===== config.mk =====
export PLATFORM = sky130hd
export DESIGN_NAME = rgb_to_hsv_converter_top_flat
export DESIGN_NICKNAME = d
export VERILOG_FILES = /design/src/hdl/rhc_pkg.sv /design/src/hdl/rhc_pix_if.sv /design/src/hdl/rhc_hsv_if.sv /design/src/hdl/rhc_prep.sv /design/src/hdl/rhc_div_stage.sv /design/src/hdl/rgb_to_hsv_converter_top.sv /design/src/flat_wrapper.sv
export SDC_FILE = /design/constraint.sdc
export NUM_CORES = 2
export LEC_CHECK = 0
export ABC_AREA = 1
export BUFFER_PORTS_ARGS = -buffer_cell sky130_fd_sc_hd__buf_2
export CORE_MARGIN = 5
export CORE_UTILIZATION = 35
export CTS_CLUSTER_DIAMETER = 80
export CTS_CLUSTER_SIZE = 24
export DETAILED_ROUTE_END_ITERATION = 16
export GPL_TIMING_DRIVEN = 0
export PLACE_DENSITY = 0.5
export SLEW_MARGIN = 15
export SYNTH_ARGS = -nofsm -noshare
export SYNTH_HDL_FRONTEND = slang
export SYNTH_SLANG_ARGS = --single-unit
export TNS_END_PERCENT = 10

===== constraint.sdc =====
create_clock -name clk -period 34.1 [get_ports clk]
set_input_delay 5.115 -clock clk [delete_from_list [all_inputs] [get_ports clk]]
set_output_delay 5.115 -clock clk [all_outputs]
set_load 0.01 [all_outputs]

===== src/hdl/rhc_pkg.sv =====
package rhc_pkg;

	// channel byte width and the width of the hue numerator/divisor (6 * 255 fits in 11 bits)
	localparam int CH_W  = 8;
	localparam int ADJ_W = 11;

	typedef logic [CH_W-1:0]  chan_t;
	typedef logic [ADJ_W-1:0] adj_t;

	typedef enum logic [1:0] {
		SEC_RED,
		SEC_GREEN,
		SEC_BLUE
	} sector_t;

	// state carried down the divider pipeline next to the quotient bits
	typedef struct packed {
		logic  grey;
		logic  black;
		adj_t  hue_rem;
		adj_t  hue_div;
		chan_t sat_rem;
		chan_t sat_div;
		chan_t value;
	} div_ctl_t;

endpackage


===== src/hdl/rhc_pix_if.sv =====
interface rhc_pix_if;
	import rhc_pkg::*;

	logic  valid;
	logic  ready;
	chan_t red;
	chan_t green;
	chan_t blue;

	modport source (output valid, red, green, blue, input ready);
	modport sink (input valid, red, green, blue, output ready);

endinterface


===== src/hdl/rhc_hsv_if.sv =====
interface rhc_hsv_if #(
	parameter int FRACTION_BITS = 16
);
	import rhc_pkg::*;

	logic                   valid;
	logic                   ready;
	logic [FRACTION_BITS-1:0] hue;
	logic [FRACTION_BITS:0]   saturation;
	chan_t                  value;

	modport source (output valid, hue, saturation, value, input ready);
	modport sink (input valid, hue, saturation, value, output ready);

endinterface


===== src/hdl/rhc_prep.sv =====
module rhc_prep import rhc_pkg::*; (
	input  logic     clk,
	input  logic     arst_n,
	input  logic     en,
	input  logic     in_valid,
	input  chan_t    red,
	input  chan_t    green,
	input  chan_t    blue,
	output logic     out_valid,
	output div_ctl_t ctl,
	output logic     sat_int
);

	logic    valid_s1;
	chan_t   r_s1, g_s1, b_s1, mx_s1, mn_s1;
	sector_t sec_s1;

	chan_t   mx, mn;
	sector_t sec;

	// max with ties going to the earlier channel in red, green, blue order
	always_comb begin
		mx  = red;
		sec = SEC_RED;
		if (green > mx) begin
			mx  = green;
			sec = SEC_GREEN;
		end
		if (blue > mx) begin
			mx  = blue;
			sec = SEC_BLUE;
		end
		mn = red;
		if (green < mn) mn = green;
		if (blue < mn) mn = blue;
	end

	always_ff @(posedge clk or negedge arst_n) begin
		if (!arst_n) begin
			valid_s1 <= 1'b0;
		end else if (en) begin
			valid_s1 <= in_valid;
		end
	end

	always_ff @(posedge clk) begin
		if (en) begin
			r_s1   <= red;
			g_s1   <= green;
			b_s1   <= blue;
			mx_s1  <= mx;
			mn_s1  <= mn;
			sec_s1 <= sec;
		end
	end

	chan_t delta;
	adj_t  d2, d4, d6, adj;

	always_comb begin
		delta = mx_s1 - mn_s1;
		d2    = {2'b00, delta, 1'b0};
		d4    = {1'b0, delta, 2'b00};
		d6    = d2 + d4;
		unique case (sec_s1)
			SEC_RED: begin
				if (g_s1 >= b_s1) adj = ADJ_W'(g_s1) - ADJ_W'(b_s1);
				else adj = d6 - (ADJ_W'(b_s1) - ADJ_W'(g_s1));
			end
			SEC_GREEN: adj = d2 + ADJ_W'(b_s1) - ADJ_W'(r_s1);
			SEC_BLUE:  adj = d4 + ADJ_W'(r_s1) - ADJ_W'(g_s1);
			default:   adj = '0;
		endcase
	end

	logic     valid_s2;
	div_ctl_t ctl_s2;
	logic     sat_int_s2;

	always_ff @(posedge clk or negedge arst_n) begin
		if (!arst_n) begin
			valid_s2 <= 1'b0;
		end else if (en) begin
			valid_s2 <= valid_s1;
		end
	end

	// delta never exceeds max, so the integer bit of saturation is set only when they match
	always_ff @(posedge clk) begin
		if (en) begin
			ctl_s2.grey    <= (delta == '0);
			ctl_s2.black   <= (mx_s1 == '0);
			ctl_s2.hue_rem <= adj;
			ctl_s2.hue_div <= d6;
			ctl_s2.sat_rem <= (delta == mx_s1) ? '0 : delta;
			ctl_s2.sat_div <= mx_s1;
			ctl_s2.value   <= mx_s1;
			sat_int_s2     <= (delta == mx_s1);
		end
	end

	assign out_valid = valid_s2;
	assign ctl       = ctl_s2;
	assign sat_int   = sat_int_s2;

endmodule


===== src/hdl/rhc_div_stage.sv =====
module rhc_div_stage import rhc_pkg::*; #(
	parameter int FRACTION_BITS = 16
) (
	input  logic                     clk,
	input  logic                     arst_n,
	input  logic                     en,
	input  logic                     in_valid,
	input  div_ctl_t                 ctl_in,
	input  logic [FRACTION_BITS-1:0] hue_q_in,
	input  logic [FRACTION_BITS:0]   sat_q_in,
	output logic                     out_valid,
	output div_ctl_t                 ctl_out,
	output logic [FRACTION_BITS-1:0] hue_q_out,
	output logic [FRACTION_BITS:0]   sat_q_out
);

	logic [ADJ_W:0] hue_sh, hue_dv, hue_nx;
	logic [CH_W:0]  sat_sh, sat_dv, sat_nx;
	logic           hue_bit, sat_bit;
	div_ctl_t       ctl_nx;

	// one restoring shift-subtract step for each divider
	always_comb begin
		hue_sh  = {ctl_in.hue_rem, 1'b0};
		hue_dv  = {1'b0, ctl_in.hue_div};
		hue_bit = (hue_sh >= hue_dv);
		hue_nx  = hue_bit ? (hue_sh - hue_dv) : hue_sh;
		sat_sh  = {ctl_in.sat_rem, 1'b0};
		sat_dv  = {1'b0, ctl_in.sat_div};
		sat_bit = (sat_sh >= sat_dv);
		sat_nx  = sat_bit ? (sat_sh - sat_dv) : sat_sh;
		ctl_nx         = ctl_in;
		ctl_nx.hue_rem = hue_nx[ADJ_W-1:0];
		ctl_nx.sat_rem = sat_nx[CH_W-1:0];
	end

	logic                     valid_s1;
	div_ctl_t                 ctl_s1;
	logic [FRACTION_BITS-1:0] hue_q_s1;
	logic [FRACTION_BITS:0]   sat_q_s1;

	always_ff @(posedge clk or negedge arst_n) begin
		if (!arst_n) begin
			valid_s1 <= 1'b0;
		end else if (en) begin
			valid_s1 <= in_valid;
		end
	end

	always_ff @(posedge clk) begin
		if (en) begin
			ctl_s1   <= ctl_nx;
			hue_q_s1 <= {hue_q_in[FRACTION_BITS-2:0], hue_bit};
			sat_q_s1 <= {sat_q_in[FRACTION_BITS-1:0], sat_bit};
		end
	end

	assign out_valid = valid_s1;
	assign ctl_out   = ctl_s1;
	assign hue_q_out = hue_q_s1;
	assign sat_q_out = sat_q_s1;

endmodule


===== src/hdl/rgb_to_hsv_converter_top.sv =====
// Channel | Dir | Payload                                        | Handshake
// pixel   | in  | red[7:0], green[7:0], blue[7:0]                | valid/ready
// hsv     | out | hue[F-1:0], saturation[F:0], value[7:0]        | valid/ready
//
// One pixel per cycle sustained while hsv does not stall; a result passes through the
// two-stage front end and then the hue and saturation shift-subtract dividers, which
// produce one quotient bit per stage.
// Reset clears only valid bits; no state is kept between pixels.
// A skid register at the output holds one beat when hsv stalls; while it is full
// the whole pipeline holds and pixel.ready is low.
module rgb_to_hsv_converter_top import rhc_pkg::*; #(
	parameter int FRACTION_BITS = 16
) (
	input  logic clk,
	input  logic arst_n,
	rhc_pix_if.sink   pixel,
	rhc_hsv_if.source hsv
);

	localparam logic [FRACTION_BITS:0] SAT_FULL = (FRACTION_BITS+1)'(1) << FRACTION_BITS;

	logic                     en;
	logic                     v_p   [0:FRACTION_BITS];
	div_ctl_t                 ctl_p [0:FRACTION_BITS];
	logic [FRACTION_BITS-1:0] hue_p [0:FRACTION_BITS];
	logic [FRACTION_BITS:0]   sat_p [0:FRACTION_BITS];
	logic                     sat_int;

	logic                     skid_v_q;
	logic [FRACTION_BITS-1:0] skid_hue_q;
	logic [FRACTION_BITS:0]   skid_sat_q;
	chan_t                    skid_val_q;

	assign en          = !skid_v_q;
	assign pixel.ready = en;

	rhc_prep u_prep (
		.clk       (clk),
		.arst_n    (arst_n),
		.en        (en),
		.in_valid  (pixel.valid),
		.red       (pixel.red),
		.green     (pixel.green),
		.blue      (pixel.blue),
		.out_valid (v_p[0]),
		.ctl       (ctl_p[0]),
		.sat_int   (sat_int)
	);

	assign hue_p[0] = '0;
	assign sat_p[0] = {{FRACTION_BITS{1'b0}}, sat_int};

	for (genvar i = 0; i < FRACTION_BITS; i++) begin : g_div
		rhc_div_stage #(
			.FRACTION_BITS (FRACTION_BITS)
		) u_stage (
			.clk       (clk),
			.arst_n    (arst_n),
			.en        (en),
			.in_valid  (v_p[i]),
			.ctl_in    (ctl_p[i]),
			.hue_q_in  (hue_p[i]),
			.sat_q_in  (sat_p[i]),
			.out_valid (v_p[i+1]),
			.ctl_out   (ctl_p[i+1]),
			.hue_q_out (hue_p[i+1]),
			.sat_q_out (sat_p[i+1])
		);
	end

	logic                     v_last;
	logic [FRACTION_BITS-1:0] hue_fin;
	logic [FRACTION_BITS:0]   sat_fin;

	// grey pixels have no hue, black pixels no saturation
	assign v_last  = v_p[FRACTION_BITS];
	assign hue_fin = ctl_p[FRACTION_BITS].grey ? '0 : hue_p[FRACTION_BITS];
	assign sat_fin = ctl_p[FRACTION_BITS].black ? '0 : sat_p[FRACTION_BITS];

	always_ff @(posedge clk or negedge arst_n) begin
		if (!arst_n) begin
			skid_v_q <= 1'b0;
		end else if (skid_v_q) begin
			if (hsv.ready) skid_v_q <= 1'b0;
		end else if (v_last && !hsv.ready) begin
			skid_v_q <= 1'b1;
		end
	end

	// park the last stage's beat while the pipeline advances under it
	always_ff @(posedge clk) begin
		if (!skid_v_q) begin
			skid_hue_q <= hue_fin;
			skid_sat_q <= sat_fin;
			skid_val_q <= ctl_p[FRACTION_BITS].value;
		end
	end

	assign hsv.valid      = skid_v_q | v_last;
	assign hsv.hue        = skid_v_q ? skid_hue_q : hue_fin;
	assign hsv.saturation = skid_v_q ? skid_sat_q : sat_fin;
	assign hsv.value      = skid_v_q ? skid_val_q : ctl_p[FRACTION_BITS].value;

	a_sat_range: assert property (@(posedge clk) disable iff (!arst_n)
		hsv.valid |-> (hsv.saturation <= SAT_FULL))
		else $error("saturation above full scale");

	a_skid_fill: assert property (@(posedge clk) disable iff (!arst_n)
		$rose(skid_v_q) |-> $past(v_last && !hsv.ready))
		else $error("skid filled without a stalled beat");

	a_hold: assert property (@(posedge clk) disable iff (!arst_n)
		skid_v_q |=> $stable(v_last))
		else $error("pipeline moved while skid full");

endmodule

===== src/flat_wrapper.sv =====
// flat-port wrapper written by rule: the top's interface ports become plain ports
module rgb_to_hsv_converter_top_flat import rhc_pkg::*;
#(
	parameter int FRACTION_BITS = 16
)
  (clk, arst_n, pixel_valid, pixel_red, pixel_green, pixel_blue, pixel_ready, hsv_valid, hsv_hue, hsv_saturation, hsv_value, hsv_ready);
  rhc_pix_if pixel_i ();
  rhc_hsv_if #(.FRACTION_BITS(FRACTION_BITS)) hsv_i ();
  input  logic clk;
  input  logic arst_n;
  input wire logic [$bits(pixel_i.valid)-1:0] pixel_valid;
  input wire logic [$bits(pixel_i.red)-1:0] pixel_red;
  input wire logic [$bits(pixel_i.green)-1:0] pixel_green;
  input wire logic [$bits(pixel_i.blue)-1:0] pixel_blue;
  output wire logic [$bits(pixel_i.ready)-1:0] pixel_ready;
  output wire logic [$bits(hsv_i.valid)-1:0] hsv_valid;
  output wire logic [$bits(hsv_i.hue)-1:0] hsv_hue;
  output wire logic [$bits(hsv_i.saturation)-1:0] hsv_saturation;
  output wire logic [$bits(hsv_i.value)-1:0] hsv_value;
  input wire logic [$bits(hsv_i.ready)-1:0] hsv_ready;
  assign pixel_i.valid = pixel_valid;
  assign pixel_i.red = pixel_red;
  assign pixel_i.green = pixel_green;
  assign pixel_i.blue = pixel_blue;
  assign pixel_ready = pixel_i.ready;
  assign hsv_valid = hsv_i.valid;
  assign hsv_hue = hsv_i.hue;
  assign hsv_saturation = hsv_i.saturation;
  assign hsv_value = hsv_i.value;
  assign hsv_i.ready = hsv_ready;
  rgb_to_hsv_converter_top #(.FRACTION_BITS(FRACTION_BITS)) u_core (.clk(clk), .arst_n(arst_n), .pixel(pixel_i), .hsv(hsv_i));
endmodule

==> flow_metrics.env <==
export IMPL_clkSlewWorstSetupHoldPaths_ps=90
export IMPL_die_area_mm2=0.149
export IMPL_max_slew_margin=0.372
export IMPL_grt_total_usage=0.124
export IMPL_drt_iter0_markers=1438
export IMPL_min_from="u_core.g_div[8].u_stage.sat_q_out[2]"
export IMPL_worstPathRequired_ps=28980
export IMPL_finalWirelength_um=92800
export IMPL_timing_critical_path_from="u_core.skid_v_q"
export IMPL_hpwlAfterDp_um=70800
export IMPL_cp_data_arrival_time_ps=3310
export IMPL_wire_length_of_the_first_global_routing_pass_um=151000
export IMPL_netlist_cell_type_count=67
export IMPL_cts_sink_count=1010
export IMPL_port_buffers=70
export IMPL_clk_latency_ps=690
export IMPL_vias_in_the_first_global_route=29500
export IMPL_post_route_worst_setup_slack_ps=25670
export IMPL_yosysSeqAreaShare=0.602
export IMPL_max_incr_delay_on_cp_ps=580
export IMPL_drc=0
export IMPL_synth_net_count=4769
export IMPL_post_cts_resized=0
export IMPL_post_place_ws_ps=25330
export IMPL_hold_viol_final=0
export IMPL_cts_made_buffers=59
export IMPL_postSynthAreaPerCell_um2=11.5
export IMPL_tritoncts_clock_tree="built"
export IMPL_final_min_period_over_clock_period=0.247
export IMPL_area_delta_synth_final_pct=10.5
export IMPL_core_area_mm2=0.141
export IMPL_io_pins=71
export IMPL_grt_overflow=0
export IMPL_placement_rows=138
export IMPL_layout_commonest_cell="edfxtp_1"
export IMPL_clock_skew_final_ps=43.1
export IMPL_timing_rr_end="u_core.u_prep.ctl[45]"
export IMPL_cts_hold_fix_buffers=0
export IMPL_endpoint_kind="primary output"
export IMPL_antenna_cells=0
export IMPL_share_of_layout_cells_above_drive_strength_1=0.0704
export IMPL_synth_ff_latch_count=1010
export IMPL_post_synth_top_area_cell="edfxtp_1"
export IMPL_period_minus_slack_ps=8430
export IMPL_antenna_violations_before_repair=0
export IMPL_design_final_nets=4919
export IMPL_clock_tree_htree_level_count=2
export IMPL_place_gp_congestion=0.841
export IMPL_crit_end="hsv_saturation[9]"
export IMPL_r2r_start="u_core.u_prep.mn_s1[0]"
export IMPL_grt_start_max_net_pins=61
export IMPL_die_height_um=386
export IMPL_synth_enable_flop_cells=950
export IMPL_synth_area_leaders="edfxtp_1 58%, ha_1 9.3%, nand2_1 5.3%"
export IMPL_setup_reg_to_reg_worst_slack_ps=29010
export IMPL_hold_depth=0
export IMPL_post_cts_setup_buffer_count=0
export IMPL_cp_common_cell="clkbuf_1"
export IMPL_tightest_hold_check_type="flip-flop to flip-flop"
export IMPL_crit_fanout=10
export IMPL_synthArstFlopShare=0.0188
export IMPL_multi_input_area_mm2=0.0168
export IMPL_maxCapViolCount=0
export IMPL_mappedNetlistArea_mm2=0.0495
export IMPL_num_vias=29300
export IMPL_clock_path_buffers=3
export IMPL_detail_route_first_pass_iterations=5
export IMPL_synth_top_area_frac=0.576
export IMPL_synthesis_instances=4322
export IMPL_outcome="finished, final reports clean"
export IMPL_wire_per_inst_um=14.5
export IMPL_finalMaxSlewViolations=0
export IMPL_timing_setup_critical_path_class="flip-flop to primary output"
export IMPL_fp_dieW_um=386
export IMPL_detail_route_antenna_nets=0
export IMPL_ys_warnings_count=0
export IMPL_crit_slowest_cell="clkbuf_1"
export IMPL_achievable_frequency_mhz=119
export IMPL_count_of_endpoints_failing_setup_in_the_final_report=0
export IMPL_finish_utilization=0.388
export IMPL_final_layout_fill_cell_count=13600
export IMPL_worstMarginPinSlew_ps=936
export IMPL_reg2regPathDepth=19
export IMPL_critical_path_cell_chain="clkbuf_1 > or2_2 > clkbuf_1 > clkbuf_1 > o21ai_0 > buf_2"
export IMPL_initial_core_utilization=0.351
export IMPL_via_per_inst=4.58
export IMPL_mostFrequentLayoutCells="950 x edfxtp_1, 702 x nand2_1, 665 x inv_1, 369 x ha_1, 276 x o21ai_0"
export IMPL_worstSetupStartpointType="flip-flop"
export IMPL_setup_repair_after_global_routing_missed_its_margin="false"
export IMPL_clockRootBuffer="clkbuf_16"
export IMPL_layout_area_seq_mm2=0.0298
export IMPL_postSynth_topFlopCell="edfxtp_1"
## routing by layer
metal	track usage	part of all wire	vias to the layer above
li1	-	-	15100
met1	0.158	0.45	13800
met2	0.222	0.49	301
met3	0.0180	0.031	119
met4	0.0325	0.025	0
met5	0	0	-
## registers in the layout, indices dropped and copies added, names as in the netlist
signal and flops:
u_core.g_div.u_stage.sat_q_out 152, u_core.skid_v_q 1, u_core.g_div.u_stage.hue_q_out 136, u_core.skid_hue_q 16, u_core.u_prep.ctl 39, u_core.u_prep.mn_s1 8
u_core.g_div.u_stage.ctl_out 580, u_core.skid_val_q 8, u_core.u_prep.sat_int 1, u_core.u_prep.r_s1 8, u_core.skid_sat_q 17, u_core.u_prep.b_s1 8
u_core.u_prep.g_s1 8, u_core.u_prep.mx_s1 8, u_core.u_prep.valid_s1 1, u_core.u_prep.sec_s1 2, u_core.u_prep.out_valid 1, u_core.g_div.u_stage.out_valid 16
## Yosys cell counts (all sizes together), types with 2 or more instances
library cell	n
a211o	7
a211oi	15
a21boi	3
a21o	18
a21oi	242
a221oi	6
a31o	6
a31oi	17
and2	2
buf	36
clkbuf	17
clkinv	5
dfrtp	19
dfxtp	41
edfxtp	950
fa	50
ha	369
inv	681
nand2	711
nand3	117
nand3b	2
nand4	40
nor2	215
nor3	49
nor3b	6
nor4	4
o211ai	11
o21a	3
o21ai	386
o21bai	38
o221ai	6
o31ai	6
or2	14
or3	6
xnor2	63
xor2	152
## how the worst min path moves through the flow
stage	slack [ps]	endpoint
2_1_floorplan	400	u_core.g_div[0].u_stage.ctl_out[46]
3_3_place_gp	400	u_core.g_div[6].u_stage.sat_q_out[5]
3_5_place_dp	400	u_core.g_div[10].u_stage.ctl_out[46]
4_1_cts	380	u_core.g_div[9].u_stage.sat_q_out[3]
5_1_grt	400	u_core.g_div[11].u_stage.sat_q_out[12]
6_report	400	u_core.g_div[9].u_stage.sat_q_out[3]
## worst max-delay path: cells and delay by family (launching register included)
family          cells  cell delay, ps
buf+inv             4            1830
flops               1             340
simple gates        1             220
compound gates      1             240
## layout make-up
| cell class | count | share of cell area |
|---|---|---|
| timing repair buffer | 89 | 0.0154 |
| tap | 1890 | 0.0433 |
| inverter | 686 | 0.0471 |
| sequential | 1010 | 0.545 |
| clock inverter | 35 | 0.00705 |
| clock buffer | 74 | 0.0289 |
| multi-input combinational | 2573 | 0.307 |
| buffer | 53 | 0.00593 |
## stage by stage
step | area, µm² | cells | setup TNS (ps) | hold slack [ps]
after global routing | 54700 | 6410 | 0 | 397
after global placement | 52200 | 6282 | -5123600 | 401
final | 54700 | 6410 | 0 | 396
after CTS | 54700 | 6410 | 0 | 378
after floorplan | 49500 | 4322 | 0 | 400
after detailed placement | 52700 | 6301 | 0 | 405
## kinds of logic (layout without fill, tap and decap cells)
logic type,after synthesis,after routing,share of synthesized area
AND/OR/NAND/NOR,1169,1169,0.0988
XOR/XNOR,215,215,0.0383
AO/OA/AOI/OAI,770,770,0.0884
flip-flops,1010,1010,0.602
adder cells (fa/ha/maj),419,419,0.113
buffers and inverters,739,937,0.0585
Power is not shown: default switching activity piles up to over one toggle a cycle in this logic, so the estimate is an artifact.
